<file path="src/rtl/i2c_bitbang_write_sequencer_core_defines.svh">
// ---------------------------------------------------------------------------
// I2C bit-bang write sequencer: assertion macros
// Concurrent check macros shared by the sequencer modules.
// ---------------------------------------------------------------------------
`ifndef I2C_BITBANG_WRITE_SEQUENCER_CORE_DEFINES_SVH
`define I2C_BITBANG_WRITE_SEQUENCER_CORE_DEFINES_SVH

`ifndef SYNTHESIS
`define I2CBB_ASSERT_IMP(lbl, clk, rst, ante, cons) \
  lbl: assert property (@(posedge clk) disable iff (rst) (ante) |-> (cons)) \
    else $error("i2cbb check failed");
`define I2CBB_ASSERT_NXT(lbl, clk, rst, ante, cons) \
  lbl: assert property (@(posedge clk) disable iff (rst) (ante) |=> (cons)) \
    else $error("i2cbb check failed");
`else
`define I2CBB_ASSERT_IMP(lbl, clk, rst, ante, cons)
`define I2CBB_ASSERT_NXT(lbl, clk, rst, ante, cons)
`endif

`endif

</file>
<file path="src/rtl/i2cbb_pkg.sv">
// ---------------------------------------------------------------------------
// I2C bit-bang write sequencer package
// Port bit assignments, command codes and the queued job descriptor.
// ---------------------------------------------------------------------------
package i2cbb_pkg;

  localparam logic [7:0] BUS_EN    = 8'h04;
  localparam logic [7:0] LINE_SCL  = 8'h10;
  localparam logic [7:0] LINE_SDA  = 8'h80;
  localparam logic [7:0] KEEP_MASK = 8'h4b;
  localparam logic [7:0] STOP_MASK = 8'h8b;

  localparam int QUEUE_DEPTH = 4;

  typedef enum logic [1:0] {
    CMD_START = 2'd0,
    CMD_BYTE  = 2'd1,
    CMD_STOP  = 2'd2,
    CMD_NONE  = 2'd3
  } command_t;

  typedef enum logic [1:0] {
    JOB_START = 2'd0,
    JOB_BYTE  = 2'd1,
    JOB_STOP  = 2'd2,
    JOB_FAIL  = 2'd3
  } job_kind_t;

  typedef struct packed {
    job_kind_t  kind;
    logic [7:0] base;
    logic [7:0] data;
    logic       status_ok;
  } job_t;

endpackage

</file>
<file path="src/rtl/i2c_bitbang_write_sequencer_core.sv">
// ---------------------------------------------------------------------------
// I2C bit-bang write sequencer core
// Turns start, byte and stop commands into port write sequences.
// ---------------------------------------------------------------------------
//  channel | dir | tdata                               | tuser       | tlast
//  s_*     | in  | base_value, data_byte, ack_ok       | command     | -
//  m_*     | out | port_value, status_ok               | write_valid | last
//
//  Start and stop give 3 results, a byte 28 (1 after a failed ack), one per
//  cycle from the sequencer while m_tready does not stall the output.
//  Jobs queue back to back; the input stalls only when the job queue is full.
//  Command code 3 is taken and dropped. Reset is synchronous.
// ---------------------------------------------------------------------------
module i2c_bitbang_write_sequencer_core #(
  parameter int QUEUE_DEPTH = i2cbb_pkg::QUEUE_DEPTH
) (
  input  logic        clk,
  input  logic        rst,
  input  logic        s_tvalid,
  output logic        s_tready,
  input  logic [23:0] s_tdata,   // base_value[7:0], data_byte[15:8], ack_ok[16]
  input  logic [1:0]  s_tuser,   // command[1:0]
  output logic        m_tvalid,
  input  logic        m_tready,
  output logic [15:0] m_tdata,   // port_value[7:0], status_ok[8]
  output logic        m_tuser,   // write_valid
  output logic        m_tlast
);

  i2cbb_pkg::job_t push_job;
  i2cbb_pkg::job_t head_job;
  logic            push;
  logic            push_ready;
  logic            head_valid;
  logic            head_pop;

  i2cbb_front u_front (
    .clk      (clk),
    .rst      (rst),
    .s_tvalid (s_tvalid),
    .s_tready (s_tready),
    .s_tdata  (s_tdata),
    .s_tuser  (s_tuser),
    .q_ready  (push_ready),
    .q_push   (push),
    .q_job    (push_job)
  );

  i2cbb_queue #(
    .DEPTH (QUEUE_DEPTH)
  ) u_queue (
    .clk       (clk),
    .rst       (rst),
    .in_valid  (push),
    .in_ready  (push_ready),
    .in_job    (push_job),
    .out_valid (head_valid),
    .out_ready (head_pop),
    .out_job   (head_job)
  );

  i2cbb_back u_back (
    .clk      (clk),
    .rst      (rst),
    .q_valid  (head_valid),
    .q_pop    (head_pop),
    .q_job    (head_job),
    .m_tvalid (m_tvalid),
    .m_tready (m_tready),
    .m_tdata  (m_tdata),
    .m_tuser  (m_tuser),
    .m_tlast  (m_tlast)
  );

endmodule

</file>
<file path="src/rtl/i2cbb_front.sv">
// ---------------------------------------------------------------------------
// I2C bit-bang front end
// Accepts commands, tracks port base and ack failure, issues job descriptors.
// ---------------------------------------------------------------------------
module i2cbb_front (
  input  logic            clk,
  input  logic            rst,
  input  logic            s_tvalid,
  output logic            s_tready,
  input  logic [23:0]     s_tdata,   // base_value[7:0], data_byte[15:8], ack_ok[16]
  input  logic [1:0]      s_tuser,   // command[1:0]
  input  logic            q_ready,
  output logic            q_push,
  output i2cbb_pkg::job_t q_job
);

  logic [7:0] port_base;
  logic [7:0] port_base_next;
  logic       ack_failed;
  logic       ack_failed_next;
  logic       accept;
  logic       issue;
  logic [7:0] base_value;
  logic [7:0] data_byte;
  logic       ack_ok;

  assign s_tready   = q_ready;
  assign accept     = s_tvalid && s_tready;
  assign base_value = s_tdata[7:0];
  assign data_byte  = s_tdata[15:8];
  assign ack_ok     = s_tdata[16];
  assign q_push     = accept && issue;

  always_comb begin
    port_base_next  = port_base;
    ack_failed_next = ack_failed;
    issue           = 1'b1;
    q_job.kind      = i2cbb_pkg::JOB_STOP;
    q_job.base      = port_base;
    q_job.data      = data_byte;
    q_job.status_ok = !ack_failed;
    unique case (i2cbb_pkg::command_t'(s_tuser))
      i2cbb_pkg::CMD_START: begin
        port_base_next  = (base_value & i2cbb_pkg::KEEP_MASK) | i2cbb_pkg::BUS_EN;
        ack_failed_next = 1'b0;
        q_job.kind      = i2cbb_pkg::JOB_START;
        q_job.base      = port_base_next;
        q_job.status_ok = 1'b1;
      end
      i2cbb_pkg::CMD_BYTE: begin
        if (ack_failed) begin
          q_job.kind      = i2cbb_pkg::JOB_FAIL;
          q_job.status_ok = 1'b0;
        end else begin
          ack_failed_next = !ack_ok;
          q_job.kind      = i2cbb_pkg::JOB_BYTE;
          q_job.status_ok = ack_ok;
        end
      end
      i2cbb_pkg::CMD_STOP: begin
        q_job.kind = i2cbb_pkg::JOB_STOP;
      end
      default: begin
        issue = 1'b0;
      end
    endcase
  end

  always_ff @(posedge clk) begin
    if (rst) begin
      port_base  <= '0;
      ack_failed <= 1'b0;
    end else if (accept) begin
      port_base  <= port_base_next;
      ack_failed <= ack_failed_next;
    end
  end

endmodule

</file>
<file path="src/rtl/i2cbb_queue.sv">
// ---------------------------------------------------------------------------
// I2C bit-bang job queue
// Small FIFO of job descriptors between front end and sequencer.
// ---------------------------------------------------------------------------
`include "i2c_bitbang_write_sequencer_core_defines.svh"

module i2cbb_queue #(
  parameter int DEPTH = i2cbb_pkg::QUEUE_DEPTH
) (
  input  logic            clk,
  input  logic            rst,
  input  logic            in_valid,
  output logic            in_ready,
  input  i2cbb_pkg::job_t in_job,
  output logic            out_valid,
  input  logic            out_ready,
  output i2cbb_pkg::job_t out_job
);

  localparam int PW = (DEPTH > 1) ? $clog2(DEPTH) : 1;
  localparam int CW = $clog2(DEPTH + 1);

  i2cbb_pkg::job_t entries [DEPTH];
  logic [PW-1:0]   wptr;
  logic [PW-1:0]   rptr;
  logic [CW-1:0]   count;
  logic            push;
  logic            pop;

  assign in_ready  = (count != CW'(DEPTH));
  assign out_valid = (count != '0);
  assign push      = in_valid && in_ready;
  assign pop       = out_valid && out_ready;
  assign out_job   = entries[rptr];

  always_ff @(posedge clk) begin
    if (push) begin
      entries[wptr] <= in_job;
    end
  end

  always_ff @(posedge clk) begin
    if (rst) begin
      wptr  <= '0;
      rptr  <= '0;
      count <= '0;
    end else begin
      if (push) begin
        wptr <= (wptr == PW'(DEPTH - 1)) ? '0 : wptr + 1'b1;
      end
      if (pop) begin
        rptr <= (rptr == PW'(DEPTH - 1)) ? '0 : rptr + 1'b1;
      end
      if (push && !pop) begin
        count <= count + 1'b1;
      end else if (pop && !push) begin
        count <= count - 1'b1;
      end
    end
  end

  `I2CBB_ASSERT_IMP(a_empty_ptrs_meet, clk, rst, count == '0, wptr == rptr)
  `I2CBB_ASSERT_NXT(a_push_shows_data, clk, rst, push && !pop, out_valid)

endmodule

</file>
<file path="src/rtl/i2cbb_back.sv">
// ---------------------------------------------------------------------------
// I2C bit-bang sequencer
// Expands queued jobs into port writes, one result per cycle unless m_tready stalls the output.
// ---------------------------------------------------------------------------
`include "i2c_bitbang_write_sequencer_core_defines.svh"

module i2cbb_back (
  input  logic            clk,
  input  logic            rst,
  input  logic            q_valid,
  output logic            q_pop,
  input  i2cbb_pkg::job_t q_job,
  output logic            m_tvalid,
  input  logic            m_tready,
  output logic [15:0]     m_tdata,   // port_value[7:0], status_ok[8]
  output logic            m_tuser,   // write_valid
  output logic            m_tlast
);

  typedef enum logic [5:0] {
    ST_IDLE  = 6'b000001,
    ST_START = 6'b000010,
    ST_CLEAR = 6'b000100,
    ST_SHIFT = 6'b001000,
    ST_STOP  = 6'b010000,
    ST_FAIL  = 6'b100000
  } seq_state_t;

  seq_state_t      state;
  seq_state_t      state_next;
  i2cbb_pkg::job_t cur;
  logic [1:0]      phase;
  logic [1:0]      phase_next;
  logic [3:0]      bitcnt;
  logic [3:0]      bitcnt_next;
  logic [8:0]      sh;
  logic [8:0]      sh_next;
  logic            adv;
  logic            is_last;
  logic [7:0]      pv;
  logic            wv;
  logic [7:0]      bit_val;

  assign adv     = (state != ST_IDLE) && (!m_tvalid || m_tready);
  assign q_pop   = q_valid && ((state == ST_IDLE) || (adv && is_last));
  assign bit_val = cur.base | (sh[8] ? i2cbb_pkg::LINE_SDA : 8'h00);

  always_comb begin
    pv      = cur.base;
    wv      = 1'b1;
    is_last = 1'b0;
    unique case (state)
      ST_START: begin
        is_last = (phase == 2'd2);
        case (phase)
          2'd0:    pv = (cur.base & ~i2cbb_pkg::BUS_EN) | i2cbb_pkg::LINE_SCL
                        | i2cbb_pkg::LINE_SDA;
          2'd1:    pv = cur.base | i2cbb_pkg::LINE_SCL | i2cbb_pkg::LINE_SDA;
          default: pv = cur.base | i2cbb_pkg::LINE_SCL;
        endcase
      end
      ST_CLEAR: begin
        pv = cur.base;
      end
      ST_SHIFT: begin
        is_last = (phase == 2'd2) && (bitcnt == 4'd8);
        pv      = (phase == 2'd1) ? (bit_val | i2cbb_pkg::LINE_SCL) : bit_val;
      end
      ST_STOP: begin
        is_last = (phase == 2'd2);
        case (phase)
          2'd0:    pv = cur.base | i2cbb_pkg::LINE_SCL;
          2'd1:    pv = cur.base | i2cbb_pkg::LINE_SCL | i2cbb_pkg::LINE_SDA;
          default: pv = (cur.base & i2cbb_pkg::STOP_MASK) | i2cbb_pkg::LINE_SCL
                        | i2cbb_pkg::LINE_SDA;
        endcase
      end
      ST_FAIL: begin
        pv      = 8'h00;
        wv      = 1'b0;
        is_last = 1'b1;
      end
      default: begin
        pv      = cur.base;
        wv      = 1'b0;
        is_last = 1'b0;
      end
    endcase
  end

  always_comb begin
    state_next  = state;
    phase_next  = phase;
    bitcnt_next = bitcnt;
    sh_next     = sh;
    if (adv) begin
      phase_next = (phase == 2'd2) ? 2'd0 : phase + 1'b1;
      if (state == ST_CLEAR) begin
        state_next = ST_SHIFT;
        phase_next = 2'd0;
      end else if (state == ST_SHIFT && phase == 2'd2) begin
        sh_next     = {sh[7:0], 1'b0};
        bitcnt_next = bitcnt + 1'b1;
      end
      if (is_last) begin
        state_next = ST_IDLE;
      end
    end
    if (q_pop) begin
      phase_next  = 2'd0;
      bitcnt_next = '0;
      sh_next     = {q_job.data, 1'b1};
      unique case (q_job.kind)
        i2cbb_pkg::JOB_START: state_next = ST_START;
        i2cbb_pkg::JOB_BYTE:  state_next = ST_CLEAR;
        i2cbb_pkg::JOB_STOP:  state_next = ST_STOP;
        default:              state_next = ST_FAIL;
      endcase
    end
  end

  always_ff @(posedge clk) begin
    if (q_pop) begin
      cur <= q_job;
    end
    sh <= sh_next;
    if (adv) begin
      m_tdata <= {7'b0, cur.status_ok, pv};
      m_tuser <= wv;
      m_tlast <= is_last;
    end
  end

  always_ff @(posedge clk) begin
    if (rst) begin
      state    <= ST_IDLE;
      phase    <= '0;
      bitcnt   <= '0;
      m_tvalid <= 1'b0;
    end else begin
      state  <= state_next;
      phase  <= phase_next;
      bitcnt <= bitcnt_next;
      if (adv) begin
        m_tvalid <= 1'b1;
      end else if (m_tready) begin
        m_tvalid <= 1'b0;
      end
    end
  end

  `I2CBB_ASSERT_IMP(a_bitcnt_range, clk, rst, state == ST_SHIFT, bitcnt <= 4'd8)
  `I2CBB_ASSERT_IMP(a_fail_result, clk, rst, m_tvalid && !m_tuser, m_tlast && !m_tdata[8])

endmodule
</file>
<file path="config.mk">
export PLATFORM = sky130hd
export DESIGN_NAME = i2c_bitbang_write_sequencer_core
export DESIGN_NICKNAME = d
export VERILOG_FILES = /design/src/rtl/i2cbb_pkg.sv /design/src/rtl/i2c_bitbang_write_sequencer_core.sv /design/src/rtl/i2cbb_front.sv /design/src/rtl/i2cbb_queue.sv /design/src/rtl/i2cbb_back.sv
export VERILOG_INCLUDE_DIRS = /design/src /design/src/rtl
export SDC_FILE = /design/constraint.sdc
export NUM_CORES = 1
export LEC_CHECK = 0
export BUFFER_PORTS_ARGS = -buffer_cell sky130_fd_sc_hd__buf_4
export CAP_MARGIN = 20
export CORE_MARGIN = 2
export CORE_UTILIZATION = 45
export CTS_BUF_LIST = sky130_fd_sc_hd__clkbuf_2
export DETAILED_ROUTE_END_ITERATION = 8
export GPL_TIMING_DRIVEN = 1
export SLEW_MARGIN = 20
export SYNTH_ARGS = -nofsm -noshare
export SYNTH_HDL_FRONTEND = slang
export SYNTH_SLANG_ARGS = --single-unit
</file>
<file path="constraint.sdc">
create_clock -name clk -period 4.4 [get_ports clk]
set_clock_uncertainty 0.2 [all_clocks]
set_input_delay 0.44 -clock clk [delete_from_list [all_inputs] [get_ports clk]]
set_output_delay 0.44 -clock clk [all_outputs]
set_load 0.1 [all_outputs]
</file>
=== Yosys cells after proc, flatten, opt, wreduce, memory -nomap -nowiden ===
Memory sizes are Yosys's and may differ from the RTL's. A register that Yosys moved wholly into a read port is not among the register bits.
Index checks and enable logic that the tools add are counted.
Widths: inputs -> output; s select.

* Add/sub/neg operators: 6
* Equal/unequal tests: 18
* Mux-type cells: 36
* Bitwise gates (word level): 2
* Reduce and logical (&&, ||, !) cells: 36

{| class="wikitable"
|+ Operators by type and width
! kind !! count
|-
| $mux 9 || 4
|-
| $pmux 8 s2 || 2
|-
| $pmux 8 s4 || 1
|-
| $mux 6 || 4
|-
| $pmux 6 s3 || 1
|-
| $mux 8 || 2
|-
| $mux 2 || 7
|-
| $logic_and 1x1->1 || 11
|-
| $eq 2x2->1 const B || 5
|-
| $reduce_bool 2->1 || 5
|-
| $mux 1 || 8
|-
| $or 8x8->8 || 1
|-
| $add 2x1->2 const B || 3
|-
| $eq 2x1->1 const B || 3
|-
| $eq 6x1->1 const B || 1
|-
| $eq 6x2->1 const B || 1
|-
| $eq 6x3->1 const B || 1
|-
| $eq 6x4->1 const B || 1
|-
| $eq 6x5->1 const B || 1
|-
| $eq 6x6->1 const B || 1
|-
| $logic_not 2->1 || 3
|-
| $mux 3 || 2
|-
| $ne 6x1->1 const B || 1
|-
| $reduce_and 3->1 || 2
|-
| other kinds (18) || 27
|}

* Register bits after elaboration: 58
* Bits in writable memories: 76
* Input port bits: 30
* Output and inout port bits: 20
* Logic and storage cells: 115
* Memories: 1

{| class="wikitable"
|+ Memory list
! memory !! words !! bits a word !! read ports !! clocked after memory_dff !! write ports !! line !! text
|-
| u_queue.entries || 4 || 19 || 1 || 1 || 1 || i2cbb_queue.sv:23 || <nowiki>i2cbb_pkg::job_t entries [DEPTH];</nowiki>
|}

=== Logic depth before layout (Yosys ltp) ===
* Depth after elaboration: 10
* Mapped depth: 12
* Mapped depth without buffers: 11

=== By module ===
Synthesis repeated with hierarchy kept, for this count alone.

* Cell total of the unflattened synthesis: 377
* Area total of the unflattened synthesis: 5746.8 um^2

{| class="wikitable"
|+ By module, submodules not included
! module !! times used !! cells an instance !! area an instance (um^2) !! sequential area each (um^2)
|-
| i2cbb_queue || 1 || 147 || 3218.1 || 2462.4
|-
| i2cbb_back || 1 || 175 || 2005.7 || 1121.1
|-
| i2cbb_front || 1 || 55 || 523.0 || 180.2
|}

=== Worst setup path before layout ===
OpenSTA, ideal clock, no wires.

* Path type: reg-to-reg
* From: register u_queue.count[2]
* To: register u_queue.count[2]
* Arrival: 3.138 ns
* Slack: 0.991 ns
* Stages on the path, launching flop included: 10
* Path buffers: 1
* Period minus slack after synthesis: 3.409 ns
* Path through: dfxtp_1 -> or3b_2 -> clkbuf_1 -> nand2_1 -> a21oi_1 -> ha_1 -> fa_1 -> xnor2_1 -> or3_1 -> a21oi_1

* Cells in the longest elaborated chain, start to end: 7
* Elaborated cells on any way between the ends: 16
* Classes of those cells: add/sub (2); eq/ne (1); mux (2); reduce/logical (11)

{| class="wikitable"
|+ Ends and longest elaborated chain
! element !! line !! text
|-
| start, declared || i2cbb_queue.sv:26 || <nowiki>logic [CW-1:0] count;</nowiki>
|-
| start signal, assigned || i2cbb_queue.sv:55 || <nowiki>count <= count + 1'b1;</nowiki>
|-
| start signal, assigned || i2cbb_queue.sv:57 || <nowiki>count <= count - 1'b1;</nowiki>
|-
| $ne 3x3->1 * || i2cbb_queue.sv:30 || <nowiki>assign in_ready = (count != CW'(DEPTH));</nowiki>
|-
| named net s_tready || i2c_bitbang_write_sequencer_core.sv:20 || <nowiki>output logic s_tready,</nowiki>
|-
| $logic_and 1x1->1 || i2cbb_front.sv:28 || <nowiki>assign accept = s_tvalid && s_tready;</nowiki>
|-
| $logic_and 1x1->1 || i2cbb_front.sv:32 || <nowiki>assign q_push = accept && issue;</nowiki>
|-
| $logic_and 1x1->1 * || i2cbb_queue.sv:32 || <nowiki>assign push = in_valid && in_ready;</nowiki>
|-
| named net u_queue.push || i2cbb_queue.sv:27 || <nowiki>logic push;</nowiki>
|-
| $logic_not 1->1 || i2cbb_queue.sv:56 || <nowiki>end else if (pop && !push) begin</nowiki>
|-
| $logic_and 1x1->1 || i2cbb_queue.sv:56 ||
|-
| $reduce_bool 2->1 (no source line) || - ||
|}

Mark *: on every way through the listed nets, which the timed path passes. The rest lies on a longest branch. The select of a mux whose other input is x is not followed.
A chain may end at the register's enable or synchronous reset.

=== Worst setup path in the final report ===
* From: register u_back.state[0]
* To: register u_queue.count[2]

* Cells in the longest elaborated chain, start to end: 10
* Elaborated cells on any way between the ends: 18
* Classes of those cells: eq/ne (6); mux (2); reduce/logical (10)

{| class="wikitable"
|+ Ends and longest elaborated chain
! element !! line !! text
|-
| start, declared || i2cbb_back.sv:29 || <nowiki>seq_state_t state;</nowiki>
|-
| start signal, assigned || i2cbb_back.sv:141 || <nowiki>state <= state_next;</nowiki>
|-
| $eq 6x2->1 or $eq 6x5->1 (tied branches) || i2cbb_back.sv:52 || <nowiki>unique case (state)</nowiki>
|-
| $reduce_or 2->1 (no source line) || - ||
|-
| $pmux 1 s3 || i2cbb_back.sv:52 ||
|-
| $logic_and 1x1->1 || i2cbb_back.sv:45 || <nowiki>assign q_pop = q_valid && ((state == ST_IDLE) || (adv && is_last));</nowiki>
|-
| $logic_or 1x1->1 * || i2cbb_back.sv:45 ||
|-
| $logic_and 1x1->1 * || i2cbb_back.sv:45 ||
|-
| $logic_and 1x1->1 * || i2cbb_queue.sv:33 || <nowiki>assign pop = out_valid && out_ready;</nowiki>
|-
| $logic_not 1->1 || i2cbb_queue.sv:54 || <nowiki>if (push && !pop) begin</nowiki>
|-
| $logic_and 1x1->1 || i2cbb_queue.sv:54 ||
|-
| $mux 3 or $reduce_bool 2->1 (tied branches) || - ||
|}

Every way passes the cells marked *; elsewhere a longest branch is shown, timed or not.

==> reports/qor.txt <==
grt ovf: 0
Final nets: 459
Synth top cells by count: edfxtp_1 (104), dfxtp_1 (32), inv_1 (23)
Seq pwr share: 45.6%
Crit. End Element: register
Mapped Avg Cell Area: 15.36 um^2
switching part of the total: 39.62%
Final Setup Violations: 0
vias per inst: 5.038
Post-Route WL: 9499 um
period utilisation layout: 81.10%
ratio of cells with drive above 1 in the final layout: 22.40%
maxcap violations: 0
Worst Tran Pin Value: 1.050 ns
DP Worst Slack: 0.8750 ns
Power Density: 651.1 mW/mm^2
Clk pwr share: 16.4%
Vias: 3,028
Synth area leader: edfxtp_1
die height: 115.3 um
clk root buf: clkbuf_2
Yosys top cell area share: 56.03%
Reg clk slew, reported paths: 0.19 ns
Sw Pwr: 0.001641 W
synthesized cell area: 0.005574 mm^2
RSZ-0062 raised after global routing: no
largest net degree at the start of global routing: 26
design area: 0.006360 mm^2
critical-path maximum fanout: 20
Total GRT Usage: 15.80%
fin. max-slew vios: 0
status: finished, final reports clean
# DRC: 0
FFs w/ async S/R, synth: 0%
worst setup margin: 0.8317 ns
Gate Count Post-Synth: 363
sequential fraction of the synthesis area: 67.52%
Synth cell types: 56
initial antenna violation count: 0
I/O pin total: 50
global-route wire length before repair: 15,390 um
Top FF cell, synth: edfxtp_1
CP startpoint kind: register
placed cell count: 546
relative slew slack: 29.97%
DR WL/cell: 15.81 um
CTS Buf Count: 17
post-CTS sizing: 0
FF/Latch Area: 0.003765 mm^2
area occupied by multi-input gates: 0.001612 mm^2
final hold viol count: 0
top cells by area, synth: edfxtp_1 (56%), dfxtp_1 (11%), mux4_2 (7.7%)
Max Freq: 0.2802 GHz
later-pin clock latency in the skew report: 0.65 ns
Die ar.: 0.01329 mm^2
port bufs: 31
CTS tree: done
DPL Wire Length: 5955 um
Gate power share: 38.0%
Core Region: 0.01206 mm^2
Peak VDD IR: 0.2718 mV
Rows: 40
Worst Path Required: 4.80 ns
htree depth: 4
placed cell area: 0.005912 mm^2
critical path class: reg2reg
fillcell total: 1,025
number of synthesized flops with an enable pin: 104
Hold Path Class: reg2reg
first-iteration detailed-routing DRC count: 171
Layout area overhead: 14.10%
die span in x: 115.3 um
antenna cells: 0
initial core utilization: 46.21%
Seq cells post-synth: 136
setup TNS: 0 ns
Clock Tree Buf Depth: 2
min cycle time layout: 3.568 ns
number of global-route vias before repair: 3,010
drt first pass iters: 4
top-count cell post-synth: edfxtp_1
leakage power: 2.273 nW
RePlAce Congestion: 0.8708
critical path arrival: 3.97 ns
Post-Layout Cell Count: 601
Final ANT Viol Nets: 0
synth warn: 0
TritonCTS Sinks: 136
internal power: 0.002500 W
[placed cells by master (no fill, tap or decap), types with 9 or more instances in the layout]
| cell | count |
|---|---|
| mux4_2 | 19 |
| a21oi_1 | 10 |
| mux2i_1 | 16 |
| inv_1 | 23 |
| nand2_1 | 13 |
| nor3_1 | 10 |
| dlygate4sd3_1 | 22 |
| and2_1 | 9 |
| edfxtp_1 | 104 |
| clkbuf_2 | 21 |
| buf_4 | 31 |
| nor2_1 | 21 |
| dfxtp_1 | 31 |
[cell families (layout without fill, tap and decap cells)]
| kind of cell | Yosys count | count (layout) | share of synthesized area [%] |
|---|---|---|---|
| multiplexers | 40 | 40 | 11.56 |
| AND/OR/NAND/NOR | 84 | 84 | 8.126 |
| other | 1 | 7 | 0.06728 |
| XOR/XNOR | 5 | 5 | 0.7856 |
| AO/OA/AOI/OAI | 41 | 41 | 5.791 |
| buffers and inverters | 47 | 111 | 3.995 |
| adder cells (fa/ha/maj) | 9 | 9 | 2.155 |
| flip-flops | 136 | 136 | 67.52 |
[layout make-up]
cell class | instances | area share [%]
well taps | 168 | 3.305
clock buffers | 21 | 1.653
flip-flops and latches | 136 | 59.20
clock inverters | 11 | 1.672
multi-input cells | 186 | 25.34
inverters | 25 | 1.476
repair buffers | 54 | 7.358
[critical path: stages, from the launching register on]
cell and delay [ns]:
dfxtp_1 0.37, or3_1 0.47, nor3_1 0.39, o2bb2ai_1 0.26, o21a_4 0.39, inv_2 0.20
ha_1 0.26, fa_1 0.38, xnor2_1 0.15, or3_1 0.30, a21oi_1 0.13
[registers in the layout, summed over array words and instances, names as in the netlist, 2 cells and up, named ones only]
register / flops
u_queue.count: 3
u_back.state: 6
u_back.sh: 9
u_back.phase: 2
u_back.cur: 9
u_queue.rptr: 2
u_queue.entries: 76
u_back.m_tdata: 9
u_queue.wptr: 2
u_back.bitcnt: 4
u_front.port_base: 8
[power by group through the flow]
stage                     Combinational (W)  Clock, W  Sequential [W]
after global placement              0.00153         0         0.00192
final                               0.00157  0.000678         0.00189
after global routing                0.00171  0.000753         0.00193
after CTS                           0.00158  0.000706         0.00190
after floorplan                    0.000941         0         0.00224
after detailed placement            0.00156         0         0.00193
[per-layer routing]
metal  global-route usage, %  vias to the layer above  routed length, um
li1                        -                     1463                  -
met1                   21.23                     1497               4478
met2                   23.96                       56               4578
met3                   5.061                       12                329
met4                   6.506                        0                113
met5                       0                        -                  0
[per-stage QoR]
step / total power, W / utilization, % / hold slack, ns
after floorplan: 0.003180 / - / 0.2003
after global placement: 0.003451 / 49.01 / 0.2086
after detailed placement: 0.003483 / 49.01 / 0.2257
after CTS: 0.004185 / 52.59 / 0.2257
after global routing: 0.004386 / 52.73 / 0.2256
final: 0.004141 / 52.73 / 0.2698
[worst paths after layout]
path	from	to	depth (start not counted)	slack (ns)
setup / recovery	u_back.state[0]	u_queue.count[2]	10	0.83
setup reg to reg	u_back.state[0]	u_queue.count[2]	10	0.83
hold / removal	u_back.cur[0]	u_back.m_tdata[8]	0	0.27
hold reg to reg	u_back.cur[0]	u_back.m_tdata[8]	0	0.27
[timing repair]
action                                 4_1_cts  5_1_grt
hold buffers                                22        0
setup buffers                                0        0
endpoints found under the hold margin       84        0
Power figures use the tool's default switching activity.
